===== config.mk =====
export PLATFORM = sky130hd
export DESIGN_NAME = tlqe_sqrt_pipe
export DESIGN_NICKNAME = d
export VERILOG_FILES = /design/src/sv/tlqe_pkg.sv /design/src/sv/tlqe_sqrt_pipe.sv
export SDC_FILE = /design/constraint.sdc
export NUM_CORES = 2
export LEC_CHECK = 0
export ABC_CLOCK_PERIOD_IN_PS = 5520
export BUFFER_PORTS_ARGS = -buffer_cell sky130_fd_sc_hd__buf_2
export CAP_MARGIN = 20
export CORE_MARGIN = 3
export CORE_UTILIZATION = 64
export DETAILED_ROUTE_END_ITERATION = 10
export GPL_ROUTABILITY_DRIVEN = 0
export PLACE_DENSITY = 0.77
export SLEW_MARGIN = 25
export SYNTH_ARGS = -nofsm -noshare
export SYNTH_HDL_FRONTEND = slang
export SYNTH_MEMORY_MAX_BITS = 65536
export SYNTH_SLANG_ARGS = --single-unit

===== constraint.sdc =====
create_clock -name clk -period 5.52 [get_ports clk]
set_clock_uncertainty 0.15 [all_clocks]
set_input_delay 1.104 -clock clk [delete_from_list [all_inputs] [get_ports clk]]
set_output_delay 1.104 -clock clk [all_outputs]
set_load 0.01 [all_outputs]

===== src/sv/tlqe_pkg.sv =====
// Package for the thick line quad expander: fixed widths, request and
// result structs, the segment kind code and the color clamp.
// No dependencies.
`default_nettype none

package tlqe_pkg;

	localparam int COORD_W = 24;
	localparam int COLOR_W = 16;
	localparam int CLR_W   = 13;
	localparam int CFG_W   = 48;

	// Derived datapath widths.
	localparam int DIFF_W  = COORD_W + 1;
	localparam int MAG_W   = COORD_W;
	localparam int SQ_W    = 2 * MAG_W;
	localparam int LSQ_W   = SQ_W + 1;
	localparam int PROD_W  = MAG_W + COORD_W - 1;
	localparam int RAD_W   = 64;
	localparam int RAD_SHIFT = 14;
	localparam int ROOT_W  = RAD_W / 2;
	localparam int REM_W   = ROOT_W + 3;
	localparam int SQRT_STAGES = ROOT_W;
	localparam int FRAC_SHIFT = 7;
	localparam int DVD_W   = PROD_W + FRAC_SHIFT + 1;
	localparam int DIV_W   = ROOT_W + 1;
	localparam int DREM_W  = DIV_W + 1;
	localparam int Q_W     = COORD_W;
	localparam int DIV_STAGES = Q_W;
	localparam int OFF_W   = Q_W + 1;
	localparam int SUM_W   = COORD_W + 2;

	localparam logic [CLR_W-1:0] COLOR_ONE = CLR_W'(4096);

	typedef struct packed {
		logic signed [COORD_W-1:0] start_x;
		logic signed [COORD_W-1:0] start_y;
		logic signed [COORD_W-1:0] end_x;
		logic signed [COORD_W-1:0] end_y;
		logic signed [COORD_W-1:0] thickness;
		logic signed [COLOR_W-1:0] in_red;
		logic signed [COLOR_W-1:0] in_green;
		logic signed [COLOR_W-1:0] in_blue;
	} seg_t;

	typedef struct packed {
		logic signed [COORD_W-1:0] vertex_x;
		logic signed [COORD_W-1:0] vertex_y;
		logic [CLR_W-1:0]          vert_red;
		logic [CLR_W-1:0]          vert_green;
		logic [CLR_W-1:0]          vert_blue;
		logic                      to_line_list;
		logic                      rejected;
		logic                      last;
	} res_t;

	typedef enum logic [1:0] {
		KIND_THIN,
		KIND_REJECT,
		KIND_THICK
	} kind_t;

	function automatic logic [CLR_W-1:0] clamp_color(input logic signed [COLOR_W-1:0] c);
		logic [CLR_W-1:0] r;
		if (c[COLOR_W-1]) begin
			r = '0;
		end else if ($unsigned(c) > COLOR_W'(COLOR_ONE)) begin
			r = COLOR_ONE;
		end else begin
			r = CLR_W'($unsigned(c));
		end
		return r;
	endfunction

endpackage

`default_nettype wire


===== src/sv/tlqe_sqrt_pipe.sv =====
// Pipelined integer square root, one result bit per register stage.
// Depends on tlqe_pkg for widths.
`default_nettype none

module tlqe_sqrt_pipe (
	input  logic                        clk,
	input  logic                        en,
	input  logic [tlqe_pkg::RAD_W-1:0]  radicand,
	output logic [tlqe_pkg::ROOT_W-1:0] root
);
	import tlqe_pkg::*;

	logic [RAD_W-1:0]  rad_s  [SQRT_STAGES];
	logic [REM_W-1:0]  rem_s  [SQRT_STAGES];
	logic [ROOT_W-1:0] root_s [SQRT_STAGES];

	for (genvar i = 0; i < SQRT_STAGES; i++) begin : g_step
		logic [RAD_W-1:0]  rad_in;
		logic [REM_W-1:0]  rem_in;
		logic [ROOT_W-1:0] root_in;
		logic [REM_W-1:0]  rem_sh;
		logic [REM_W-1:0]  trial;

		if (i == 0) begin : g_first
			assign rad_in  = radicand;
			assign rem_in  = '0;
			assign root_in = '0;
		end else begin : g_next
			assign rad_in  = rad_s[i-1];
			assign rem_in  = rem_s[i-1];
			assign root_in = root_s[i-1];
		end

		// Bring down the next two radicand bits and try 4*root+1.
		assign rem_sh = {rem_in[REM_W-3:0], rad_in[RAD_W-1 -: 2]};
		assign trial  = {1'b0, root_in, 2'b01};

		always_ff @(posedge clk) begin
			if (en) begin
				rad_s[i] <= rad_in << 2;
				if (rem_sh >= trial) begin
					rem_s[i]  <= rem_sh - trial;
					root_s[i] <= {root_in[ROOT_W-2:0], 1'b1};
				end else begin
					rem_s[i]  <= rem_sh;
					root_s[i] <= {root_in[ROOT_W-2:0], 1'b0};
				end
			end
		end
	end

	assign root = root_s[SQRT_STAGES-1];

endmodule

`default_nettype wire


# Word level (Yosys, flattened, before mapping)
# Memory sizes are Yosys's and may differ from the RTL's.
# Cells that the tools add are included.
[op_classes]
mux = 258
n_mul = 0
order_cmp = 32
eq_ne = 0
bitwise = 64
n_div = 0
n_reduce_logical = 0
n_shift = 0
n_addsub = 32
[ops]
columns = ["cell", "n"]
rows = [
  ["$mux 35", 32],
  ["$ge 35x34->1", 31],
  ["$sub 35x34->35", 31],
  ["$mux 32", 32],
  ["$mux 1", 194],
  ["$or 1x1->1", 64],
  ["$sub 2x1->3 const B", 1],
  ["$ge 2x1->1 const B", 1],
]
[word_totals]
out_inout_bits = 32
reg_bits = 0
elab_cells = 389
inputBits = 66
ram_bits = 4128
latch_bits = 0
memories = 3
rom_bits = 0
[memory_table]
columns = ["name", "words", "width", "read_ports", "rd_clocked_by_memory_dff", "wr", "line", "text"]
rows = [
  ["rad_s", 32, 62, 31, 0, 32, "tlqe_sqrt_pipe.sv:13", "logic [RAD_W-1:0] rad_s [SQRT_STAGES];"],
  ["rem_s", 32, 35, 31, 0, 32, "tlqe_sqrt_pipe.sv:14", "logic [REM_W-1:0] rem_s [SQRT_STAGES];"],
  ["root_s", 32, 32, 32, 0, 32, "tlqe_sqrt_pipe.sv:15", "logic [ROOT_W-1:0] root_s [SQRT_STAGES];"],
]

# Depth between registers and ports, before layout
# An unclocked memory read counts as a cell.
[depth]
depth_word = 6
ltp_mapped = 16
depth_no_buf = 12

# Worst setup path after synthesis
# No wires, ideal clock.
[synth_timing]
path_type = "reg2reg"
from = "memory rem_s[0][191] (netlist name)"
to = "memory rem_s[0][222] (netlist name) (data pin)"
setup_time_ns = 0.260
synth_period_minus_slack_ns = 4.255
path_buffers = 0
stages_incl_launch_ff = 11
required_ns = 5.110
slack_ns = 1.265
t_arrival_ns = 3.845
path_cell_list = "edfxtp_1 -> or4_4 -> or4_4 -> or4b_4 -> or4_1 -> or3_1 -> or4b_4 -> or3_4 -> nand3b_1 -> nor2_1 -> xor2_1"
[synth_lines]
columns = ["element", "line"]
rows = [
  ["start: declaration", "tlqe_sqrt_pipe.sv:14"],
]

==> summary.txt <==
Floorplanning
  – Core box area: between 0.15 and 0.2 mm2
  – Num rows: 155
  – Die footprint: 0.187 mm2
  – Total I/O pin count: 98
  – Die Ht: 432 um
  – DIE WIDTH: approximately 430 um
  – Initial Utilization: 64.8%

Routing
  – Iter 0 DRT Violations: around 6000
  – Residual DRC: 0
  – Drt wl/cell: 19.4 um
  – Via count: approximately 71000
  – Final ANT Viol Nets: 0
  – Length of the first detailed-routing pass in iterations: 8
  – Vias per cell: 6.01
  – Post-Route WL: 229000 um

Synth
  – Top post-synthesis cells by area: edfxtp_1 64%, ha_1 6.0%, xnor2_1 3.1%
  – Avg Synthesized Cell Area: between 10 and 15 um2
  – Mux share of post-synthesis cell area: less than 1%
  – Post-synth top flop: edfxtp_1
  – Async S/R FF share, synth: 0%
  – Ys Warns: 0
  – Dominant cell by count in the synthesized netlist: edfxtp_1
  – XOR/XNOR Fraction of Synth Area: 6.14%
  – Cell Area, Synth: 0.116 mm2
  – Synth Area in Compound Gates: 9.55%
  – Post-synth top cells: 2493 x edfxtp_1, 698 x inv_1, 651 x nand2_1
  – Synth Area in Adders: 6.05%
  – Synth area leader: edfxtp_1
  – Seq cells post-synth: roughly 2500
  – Mapped Cells: about 9000
  – Post-synth top area share: about 64%
  – Yosys cell types: 86
  – Post-synth EDFFs: 2493
  – Simple logic cell fraction of the synthesized area: 10.2%
  – Sequential share of the synthesized area: around 64%
  – Largest family of logic cells by synthesized area: simple AND/OR/NAND/NOR gates
  – Syn Nets: between 9000 and 10000

CTS
  – TritonCTS clock tree: yes
  – # hold bufs at CTS: 0
  – Sinks on Clock Net: 2494
  – Deepest clock path buffer count: 4
  – Clock transition at path regs: about 0.060 ns
  – # H-tree levels: 5
  – Post-CTS setup buffer count: 0
  – CTS Buf Count: 274
  – Resized Gates After CTS: 0
  – Clock Latency Late Sink: around 0.93 ns
  – Root buffer cell: clkbuf_16

Timing
  – Setup Total Neg Slack: 0 ns
  – Peak Freq: about 210 MHz
  – Final Hold Viols: 0
  – Final setup vio count: 0
  – Relative max-transition margin: ~33%
  – Worst slew pin tran: a little over 1 ns
  – Final Cycle Share: 85.1%
  – Slew Limit Fails: 0
  – RSZ-0062 raised after global routing: no
  – Final Critical Period: 4.70 ns

Placed design
  – Port bufs: 97
  – Placed Cells: 11300
  – Dpl cell area: approximately 0.12 mm2
  – Hpwl dp: between 150000 and 200000 um

Power
  – Clk pwr share: around a third
  – Comb pwr share: approximately a fifth
  – Power Dens Cells: 427 mW/mm2
  – Max VDD drop: between 0.3 and 0.4 mV
  – P_sw: approximately 15000 uW
  – Total power: ~55000 uW
  – Switching part of the total: roughly 28%
  – Cell Int Power: between 30000 and 40000 uW
  – Reg power frac: between 40% and 50%
  – Leakage power: 0.0491 uW

Worst hold path
  – Hold WC Path Type: primary input to register
  – Hold Path Stages: 1

Layout
  – Final #Nets: just under 10000
  – Layout cells sized above 1: 7.50%
  – Final Cell Area: about 0.13 mm2
  – Fillers: around 12000
  – Final Non-Filler Cells: approximately 12000
  – Area growth syn-to-layout: 10.4%

GRT
  – Grt ovf: 0
  – Initial antenna violation count: 2
  – Vias in the first global route: slightly below 70000
  – First-pass GRT wire length: about 360000 um
  – Global Route Usage Sum: around a quarter
  – Largest net degree at the start of global routing: approximately 190

Setup path
  – Worst Path Class, Setup: register to register
  – Setup crit start kind: register
  – Crit. End Element: register
  – R2R depth: 11
  – Max Fanout on Critical Path: 15
  – Required @ worst endpoint: around 6.0 ns
  – Crit path DAT: a little over 5 ns

Status
  – Run status: completed

Flow run
  – Max-cap viol count: 0
-- cell families after synthesis --
logic type,Yosys count
compound gates,1802
xor+xnor,815
simple gates,2383
flops,2494
mux,78
buf+inv,905
fa+ha+maj,562
-- sequential cells by signal, indices dropped and copies added (netlist names) --
name,cells
root_s,528
rad_s,992
rem_s,974
-- stage by stage --
stage	setup slack, ns	util (%)	hold slack, ns
5_1_grt	0.557	71.5	0.151
3_5_place_dp	0.823	66.6	0.255
4_1_cts	0.814	71.5	0.135
3_3_place_gp	0.820	66.6	0.250
6_report	0.822	71.5	0.204
2_1_floorplan	1.26	-	0.250
-- worst max-delay path, stage by stage, from the launching register on --
cell,delay (ns)
edfxtp_1,0.43
or4_4,0.58
or4_4,0.45
or4b_4,0.51
or4_1,0.43
or3_1,0.37
or4b_4,0.57
nor3_4,0.12
buf_4,0.21
or4_1,0.34
nor3_1,0.11
xor2_1,0.16
-- worst paths after layout --
| check | start | end | slack [ns] |
|---|---|---|---|
| setup reg to reg | rem_s[0][191]$_DFFE_PP_ | rem_s[0][228]$_DFFE_PP_ | 0.82 |
| hold / removal | radicand[34] | rad_s[0][34]$_DFFE_PP_ | 0.20 |
| hold reg to reg | rad_s[0][525]$_DFFE_PP_ | rad_s[0][589]$_DFFE_PP_ | 0.24 |
| setup / recovery | rem_s[0][191]$_DFFE_PP_ | rem_s[0][228]$_DFFE_PP_ | 0.82 |
-- power groups by stage --
stage          clock [uW]  combinational (uW)  sequential [uW]
2_1_floorplan           0                8700            25300
3_3_place_gp            0               10800            26000
3_5_place_dp            0               11200            26100
4_1_cts             18100               11300            25700
5_1_grt             18800               12600            25900
6_report            17700               11400            25700
-- placed cells by master (no fill, tap or decap), types with 44 or more instances in the layout --
cell / netlist / final
a21o_1: 252 / 252
a21oi_1: 530 / 528
a31oi_1: 51 / 48
buf_2: 2 / 97
buf_4: 1 / 50
clkbuf_16: 0 / 279
clkinv_1: 1 / 45
clkinv_2: 0 / 44
edfxtp_1: 2493 / 2493
ha_1: 562 / 562
inv_1: 698 / 698
mux2_2: 71 / 71
nand2_1: 651 / 650
nand2b_1: 127 / 127
nand3_1: 125 / 124
nand4_1: 82 / 82
nor2_1: 529 / 529
nor2b_1: 94 / 94
nor3_1: 268 / 268
nor4_1: 104 / 103
o21a_1: 94 / 94
o21ai_0: 516 / 516
o21bai_1: 52 / 52
or2_2: 49 / 49
or3_1: 86 / 86
or4_1: 61 / 61
xnor2_1: 417 / 417
xor2_1: 398 / 398
-- area by class of cell --
class / instances / area (um2) / share of cell area [%]
repair buffers: 161 / 1120 / 0.875
inverters: 699 / 2620 / 2.04
flip-flops and latches: 2494 / 74900 / 58.3
clock inverters: 148 / 1570 / 1.22
well taps: 2355 / 2950 / 2.30
multi-input cells: 5640 / 38100 / 29.7
diodes: 1 / 2.50 / 0.00195
clock buffers: 319 / 7130 / 5.56
-- layer usage --
layer	GRT usage [%]	part of all wire [%]
met5	0	0
met4	12.0	5.2
met3	3.38	5.0
met2	41.7	50
met1	30.7	40
Note: power is estimated with default switching activity, not from simulation.
