### src/sv/tlqe_pkg.sv
// Package for the thick line quad expander: fixed widths, request and
// result structs, the segment kind code and the color clamp.
// No dependencies.
`default_nettype none

package tlqe_pkg;

	localparam int COORD_W = 24;
	localparam int COLOR_W = 16;
	localparam int CLR_W   = 13;
	localparam int CFG_W   = 48;

	// Derived datapath widths.
	localparam int DIFF_W  = COORD_W + 1;
	localparam int MAG_W   = COORD_W;
	localparam int SQ_W    = 2 * MAG_W;
	localparam int LSQ_W   = SQ_W + 1;
	localparam int PROD_W  = MAG_W + COORD_W - 1;
	localparam int RAD_W   = 64;
	localparam int RAD_SHIFT = 14;
	localparam int ROOT_W  = RAD_W / 2;
	localparam int REM_W   = ROOT_W + 3;
	localparam int SQRT_STAGES = ROOT_W;
	localparam int FRAC_SHIFT = 7;
	localparam int DVD_W   = PROD_W + FRAC_SHIFT + 1;
	localparam int DIV_W   = ROOT_W + 1;
	localparam int DREM_W  = DIV_W + 1;
	localparam int Q_W     = COORD_W;
	localparam int DIV_STAGES = Q_W;
	localparam int OFF_W   = Q_W + 1;
	localparam int SUM_W   = COORD_W + 2;

	localparam logic [CLR_W-1:0] COLOR_ONE = CLR_W'(4096);

	typedef struct packed {
		logic signed [COORD_W-1:0] start_x;
		logic signed [COORD_W-1:0] start_y;
		logic signed [COORD_W-1:0] end_x;
		logic signed [COORD_W-1:0] end_y;
		logic signed [COORD_W-1:0] thickness;
		logic signed [COLOR_W-1:0] in_red;
		logic signed [COLOR_W-1:0] in_green;
		logic signed [COLOR_W-1:0] in_blue;
	} seg_t;

	typedef struct packed {
		logic signed [COORD_W-1:0] vertex_x;
		logic signed [COORD_W-1:0] vertex_y;
		logic [CLR_W-1:0]          vert_red;
		logic [CLR_W-1:0]          vert_green;
		logic [CLR_W-1:0]          vert_blue;
		logic                      to_line_list;
		logic                      rejected;
		logic                      last;
	} res_t;

	typedef enum logic [1:0] {
		KIND_THIN,
		KIND_REJECT,
		KIND_THICK
	} kind_t;

	function automatic logic [CLR_W-1:0] clamp_color(input logic signed [COLOR_W-1:0] c);
		logic [CLR_W-1:0] r;
		if (c[COLOR_W-1]) begin
			r = '0;
		end else if ($unsigned(c) > COLOR_W'(COLOR_ONE)) begin
			r = COLOR_ONE;
		end else begin
			r = CLR_W'($unsigned(c));
		end
		return r;
	endfunction

endpackage

`default_nettype wire

### src/sv/tlqe_div_pipe.sv
// Pipelined restoring divider, one quotient bit per register stage.
// The quotient must fit in Q_W bits. Depends on tlqe_pkg for widths.
`default_nettype none

module tlqe_div_pipe (
	input  logic                       clk,
	input  logic                       en,
	input  logic [tlqe_pkg::DVD_W-1:0] dividend,
	input  logic [tlqe_pkg::DIV_W-1:0] divisor,
	output logic [tlqe_pkg::Q_W-1:0]   quo
);
	import tlqe_pkg::*;

	logic [DREM_W-1:0] rem_s [DIV_STAGES];
	logic [Q_W-1:0]    lo_s  [DIV_STAGES];
	logic [DIV_W-1:0]  div_s [DIV_STAGES];
	logic [Q_W-1:0]    q_s   [DIV_STAGES];

	for (genvar i = 0; i < DIV_STAGES; i++) begin : g_step
		logic [DREM_W-1:0] rem_in;
		logic [Q_W-1:0]    lo_in;
		logic [DIV_W-1:0]  div_in;
		logic [Q_W-1:0]    q_in;
		logic [DREM_W-1:0] rem_sh;

		if (i == 0) begin : g_first
			// The upper dividend bits are below the divisor since the quotient fits.
			assign rem_in = DREM_W'(dividend[DVD_W-1:Q_W]);
			assign lo_in  = dividend[Q_W-1:0];
			assign div_in = divisor;
			assign q_in   = '0;
		end else begin : g_next
			assign rem_in = rem_s[i-1];
			assign lo_in  = lo_s[i-1];
			assign div_in = div_s[i-1];
			assign q_in   = q_s[i-1];
		end

		assign rem_sh = {rem_in[DREM_W-2:0], lo_in[Q_W-1]};

		always_ff @(posedge clk) begin
			if (en) begin
				lo_s[i]  <= lo_in << 1;
				div_s[i] <= div_in;
				if (rem_sh >= {1'b0, div_in}) begin
					rem_s[i] <= rem_sh - {1'b0, div_in};
					q_s[i]   <= {q_in[Q_W-2:0], 1'b1};
				end else begin
					rem_s[i] <= rem_sh;
					q_s[i]   <= {q_in[Q_W-2:0], 1'b0};
				end
			end
		end
	end

	assign quo = q_s[DIV_STAGES-1];

endmodule

`default_nettype wire

### config.mk
export PLATFORM = sky130hd
export DESIGN_NAME = tlqe_div_pipe
export DESIGN_NICKNAME = d
export VERILOG_FILES = /design/src/sv/tlqe_pkg.sv /design/src/sv/tlqe_div_pipe.sv
export SDC_FILE = /design/constraint.sdc
export NUM_CORES = 2
export LEC_CHECK = 0
export ABC_AREA = 0
export BUFFER_PORTS_ARGS = -buffer_cell sky130_fd_sc_hd__buf_2
export CORE_MARGIN = 1.5
export CORE_UTILIZATION = 58
export DETAILED_ROUTE_END_ITERATION = 8
export GPL_TIMING_DRIVEN = 0
export HOLD_SLACK_MARGIN = 0.02
export MAX_ROUTING_LAYER = met4
export PLACE_DENSITY = 0.76
export SLEW_MARGIN = 10
export SYNTH_ARGS = -nofsm -noshare
export SYNTH_HDL_FRONTEND = slang
export SYNTH_SLANG_ARGS = --single-unit
export TNS_END_PERCENT = 10
### constraint.sdc
create_clock -name clk -period 3.54 [get_ports clk]
set_input_delay 0.354 -clock clk [delete_from_list [all_inputs] [get_ports clk]]
set_output_delay 0.354 -clock clk [all_outputs]
set_load 0.01 [all_outputs]
; Yosys cells after proc, flatten, opt, wreduce, memory -nomap -nowiden
; Memories as Yosys holds them, arrays and structs flattened.
; Index checks and enable logic that the tools add are counted.
[totals]
ff_bits = 0
memories = 4
ram_bits = 2736
output_inout_bits = 24
wordCells = 294
[mem_list]
columns = name, depth, word_bits, read_ports, rd_clocked_by_memory_dff, wr, line
row1 = rem_s, 24, 34, 23, 0, 24, tlqe_div_pipe.sv:14  ; logic [DREM_W-1:0] rem_s [DIV_STAGES];
row2 = div_s, 24, 33, 23, 0, 24, tlqe_div_pipe.sv:16  ; logic [DIV_W-1:0] div_s [DIV_STAGES];
row3 = q_s, 24, 24, 24, 0, 24, tlqe_div_pipe.sv:17  ; logic [Q_W-1:0] q_s [DIV_STAGES];
row4 = lo_s, 24, 23, 23, 0, 24, tlqe_div_pipe.sv:15  ; logic [Q_W-1:0] lo_s [DIV_STAGES];
[classes]
n_addsub = 24
order_cmp = 24
bitwise = 48
n_mux = 194
[op_table]
columns = cell, count
row1 = $mux 34, 24
row2 = $ge 34x33->1, 23
row3 = $sub 34x33->34, 23
row4 = $mux 24, 24
row5 = $mux 1, 146
row6 = $or 1x1->1, 48
row7 = $sub 32x33->34, 1
row8 = $ge 32x33->1, 1

; Logic depth before layout (Yosys ltp)
; An unclocked memory read counts as a cell.
[depth]
ltp_word = 6
mapped_depth = 14
ltp_nobuf = 13

; Worst setup path before layout
; No wires, ideal clock.
[synth_path]
kind = register -> register
start = memory lo_s[1][183] in the netlist's numbering
end = memory rem_s[2][28] in the netlist's numbering, data pin
arrival_ps = 3329
stages_incl_launch_ff = 14
path_slack_ps = -49
setup_time_ps = 260
required_ps = 3280
path_cell_list = edfxtp_1 -> inv_1 -> ha_1 -> inv_1 -> fa_1 -> a21o_1 -> a311oi_1 -> o21bai_1 -> o2bb2ai_1 -> a311o_1 -> and3_1 -> a211oi_4 -> buf_2 -> mux2_2
[synth_rtl]
columns = item, line
row1 = "start, declared", tlqe_div_pipe.sv:15
row2 = "end, declared", tlqe_div_pipe.sv:14

==> metrics <==
run status complete, but fails checks; failing checks design-rule violations, negative setup slack; proportion of synthesized chip area in sequential cells 54.04%; worst slew pin tran 1.360 ns; reg-to-reg slack, setup -0.16 ns; # H-tree levels 4; critical register-to-register path startpoint lo_s[2][137]$_DFFE_PP_; critical path arrival 4.30 ns; post-CTS clock slew at the launch and capture registers of the worst setup and hold paths 0.06 ns; Synth-to-Final Area Change 14.65%; hold slack 0.07114 ns; met1 Resource Use GR 44.69%; Top Family by Delay on Critical Path compound AO/OA/AOI/OAI gates; mean cell area of the mapped netlist 11.45 um2; Final Net Count 11.64k; number of unique standard cell types used by synthesis 90; aggregate global-route resource usage 31.50%; WS Path Type flop to flop; drt pass-1 iters 8; final hold vios 0; maximum number of pins on one net before global-route repair 157; first element of the critical path lo_s[2][137]$_DFFE_PP_; part of the cycle the worst path needs 104.7%; peak-usage layer in the global routing report met2; endpoint of the worst register-to-register path rem_s[2][233]$_DFFE_PP_; post-layout worst setup margin -0.1648 ns; vertical die dimension 450.9 um; area of the mapped netlist 0.1163 mm2; cell count of the worst reg-to-reg path 13; summed negative setup slack over all endpoints -11.59 ns; cell area after placement 0.1210 mm2; Post-synth top flop sky130_fd_sc_hd__edfxtp_1; Initial Utilization 58.33%; CP most frequent cell sky130_fd_sc_hd__o31a_1; number of synthesized flops with an enable pin 2,093; Synth warnings 0; drt first-iter violations 8,677; power per standard cell area 899.2 mW/mm2; filler instances 14.65k; total of max-cap violations 0; sum of routed wire length over all layers 320,000 um; # DRC 2; global-route met3 utilization 4.801%; port bufs 113; final setup violating endpoints 153; post-synthesis sequential element count 2,094; count of clock tree sinks 2,094; delay contributed by the slowest stage of the critical path 0.52 ns; Die ar. 0.2033 mm2; I/O pin count 114; vias in the first global route 80.26k; maximum vdd ir drop 773.2 uV; Chip Width 450.9 um; worst-case headroom to the max-slew limit 9.352%; cell accounting for the most synthesized area sky130_fd_sc_hd__edfxtp_1; post-route cell area 0.1334 mm2; most frequent cells in the layout sky130_fd_sc_hd__edfxtp_1, sky130_fd_sc_hd__inv_1, sky130_fd_sc_hd__ha_1, sky130_fd_sc_hd__a21oi_1, sky130_fd_sc_hd__nand2_1; Slowest-stage cell, CP sky130_fd_sc_hd__a2111o_2; max frequency 0.2699 GHz; Critical Path Sink rem_s[2][233]$_DFFE_PP_; leading post-synthesis cells by cell area sky130_fd_sc_hd__edfxtp_1, sky130_fd_sc_hd__ha_1, sky130_fd_sc_hd__mux2_2, sky130_fd_sc_hd__a21oi_1, sky130_fd_sc_hd__inv_1; standard cell core area 0.1995 mm2; required time reported for the critical path endpoint 4.14 ns; final worst clock skew 0.06164 ns; ys async rst share 0%; Inserted Clock Buffers 219; final critical delay including setup and external delays 3.705 ns; Clk Tree Root Cell sky130_fd_sc_hd__clkbuf_16; global-route wire length before repair 480,400 um; global route total overflow 0; Design Power 0.1199 W; CP cell instances inv_2 -> ha_4 -> fa_2 -> nor2b_2 -> o31a_1 -> o31a_1 -> o211ai_1 -> a32o_2 -> o21ai_2 -> a2111o_2 -> buf_6 -> buf_12 -> mux2_2; clock buffer depth 3; Via Count 83.14k; antenna violations before repair 3; unrepaired setup endpoints after global routing yes; post-DP HPWL 235,000 um; crit path capture type flop; largest fanout on the critical path 5; net count of the mapped netlist 11.06k; Clock Latency Late Sink 0.87 ns; leading cell type in the layout, fill and taps excluded sky130_fd_sc_hd__edfxtp_1; CTS tree done; type of element launching the critical path flop; number of slew-limit violations in the final report 0; worst path buffer plus inverter count 3; cell depth of the worst setup path 13; Static Leakage 53.70 nW; Rows 164; detailed-route vias per instance 6.125; proportion of layout cells with a drive suffix above 1 14.22%; class of the tightest hold or removal check input port to flop; average detailed-routed wire length per instance 23.58 um; GPL Wtd Cong 0.9728; met2 track utilization from global routing 47.31%; remaining antenna violation count after routing 0; portion of synthesized cell area occupied by the leading cell type 54.02%; cells after synthesis 10.16k
registers in the layout, indices dropped and copies added (netlist names):
signal	count
div_s	759
rem_s	759
q_s	300
lo_s	276
Yosys cell counts, types with 24 or more instances:
| library cell | instances |
|---|---|
| sky130_fd_sc_hd__a21oi_1 | 769 |
| sky130_fd_sc_hd__a31oi_1 | 107 |
| sky130_fd_sc_hd__nand2b_1 | 102 |
| sky130_fd_sc_hd__nand3_1 | 132 |
| sky130_fd_sc_hd__nor2b_1 | 129 |
| sky130_fd_sc_hd__a211oi_1 | 74 |
| sky130_fd_sc_hd__xor2_1 | 263 |
| sky130_fd_sc_hd__inv_1 | 993 |
| sky130_fd_sc_hd__nand2_1 | 717 |
| sky130_fd_sc_hd__ha_1 | 791 |
| sky130_fd_sc_hd__o31a_1 | 37 |
| sky130_fd_sc_hd__a221oi_1 | 26 |
| sky130_fd_sc_hd__a2111oi_0 | 30 |
| sky130_fd_sc_hd__o21bai_1 | 89 |
| sky130_fd_sc_hd__mux2i_1 | 55 |
| sky130_fd_sc_hd__and4_1 | 31 |
| sky130_fd_sc_hd__nand4_1 | 190 |
| sky130_fd_sc_hd__o31ai_1 | 69 |
| sky130_fd_sc_hd__a21o_1 | 393 |
| sky130_fd_sc_hd__mux2_2 | 396 |
| sky130_fd_sc_hd__nor4_1 | 34 |
| sky130_fd_sc_hd__nor2_1 | 514 |
| sky130_fd_sc_hd__o21a_1 | 116 |
| sky130_fd_sc_hd__and3_1 | 56 |
| sky130_fd_sc_hd__mux2_4 | 25 |
| sky130_fd_sc_hd__clkbuf_1 | 259 |
| sky130_fd_sc_hd__xnor2_1 | 362 |
| sky130_fd_sc_hd__or2_2 | 24 |
| sky130_fd_sc_hd__o211ai_1 | 51 |
| sky130_fd_sc_hd__edfxtp_1 | 2093 |
| sky130_fd_sc_hd__nor3_1 | 131 |
| sky130_fd_sc_hd__a21boi_0 | 26 |
| sky130_fd_sc_hd__buf_2 | 44 |
| sky130_fd_sc_hd__o21ai_0 | 607 |
| sky130_fd_sc_hd__or3_1 | 50 |
| sky130_fd_sc_hd__and2_1 | 66 |
final cells by class:
cell class                      instances  area (um2)  area share [%]
Clock inverter                        144        1699           1.274
Buffer                                297        1869           1.401
Sequential cell                      2094       62870           47.13
Clock buffer                          259        5630           4.221
Antenna cell                            2       5.005        0.003752
Tap cell                             2656        3323           2.491
Inverter                              994        3747           2.809
Multi-Input combinational cell       6755       50680           37.99
Timing Repair Buffer                  371        3567           2.674
worst min-delay path by stage:
stage | from | to | slack, ns | cells after the start
after floorplan | lo_s[0][76]$_DFFE_PP_ | lo_s[0][100]$_DFFE_PP_ | 0.40 | 0
after global placement | q_s[1][148]$_DFFE_PP_ | q_s[1][173]$_DFFE_PP_ | 0.40 | 0
after detailed placement | lo_s[0][131]$_DFFE_PP_ | lo_s[0][155]$_DFFE_PP_ | 0.40 | 0
after CTS | en | div_s[0][8]$_DFFE_PP_ | 0.05 | 2
after global routing | en | div_s[0][7]$_DFFE_PP_ | 0.07 | 2
final | en | div_s[0][7]$_DFFE_PP_ | 0.07 | 2
worst register-to-register path, stage by stage, from the launching register on:
cell and delay (ns):
sky130_fd_sc_hd__edfxtp_1 0.37, sky130_fd_sc_hd__inv_2 0.09, sky130_fd_sc_hd__ha_4 0.15, sky130_fd_sc_hd__fa_2 0.22, sky130_fd_sc_hd__nor2b_2 0.06, sky130_fd_sc_hd__o31a_1 0.25, sky130_fd_sc_hd__o31a_1 0.30, sky130_fd_sc_hd__o211ai_1 0.46
sky130_fd_sc_hd__a32o_2 0.31, sky130_fd_sc_hd__o21ai_2 0.08, sky130_fd_sc_hd__a2111o_2 0.52, sky130_fd_sc_hd__buf_6 0.19, sky130_fd_sc_hd__buf_12 0.15, sky130_fd_sc_hd__mux2_2 0.31
layer usage:
metal / routed length (um) / part of all wire, % / vias to the layer above
met2: 144800 / 45 / 3302
met1: 143000 / 45 / 40593
met4: 9150 / 2.9 / 0
met3: 23100 / 7.2 / 600
li1: - / - / 38640
met5: 0 / 0 / -
where the power goes:
| group | internal (W) | total, W | leakage (nW) | switching (W) |
|---|---|---|---|---|
| sequential | 0.0357 | 0.0397 | 20.4 | 0.00393 |
| combinational | 0.0243 | 0.0567 | 29.7 | 0.0324 |
| clock | 0.0135 | 0.0236 | 3.52 | 0.0101 |
logic make-up (layout without fill, tap and decap cells):
family                   Yosys count  in the layout  share of synthesized area [%]
AO/OA/AOI/OAI                   2602           2602                          14.17
AND/OR/NAND/NOR                 2238           2238                          9.266
flip-flops                      2094           2094                          54.04
buffers and inverters           1311           2065                          4.296
adder cells (fa/ha/maj)          814            814                          8.902
XOR/XNOR                         625            625                          4.705
multiplexers                     476            476                          4.629
other                              0              2                              0
per-stage QoR:
step	utilization [%]	std cells	setup WS (ns)
detailed placement	60.66	12958	-1.647
global route	66.88	13571	-0.2361
finish	66.88	13572	-0.1648
CTS	66.02	13517	-0.1367
global placement	60.29	12929	-23.89
floorplan	-	10160	-0.01480
repair_timing:
action	CTS	global route
endpoints found under the hold margin	153	0
gates resized for setup	472	309
setup buffers	64	65
endpoints found under the setup margin	799	722
pin swaps	49	86
hold buffers	93	0
gates cloned	3	5
Note: power is estimated with default switching activity, not from simulation.
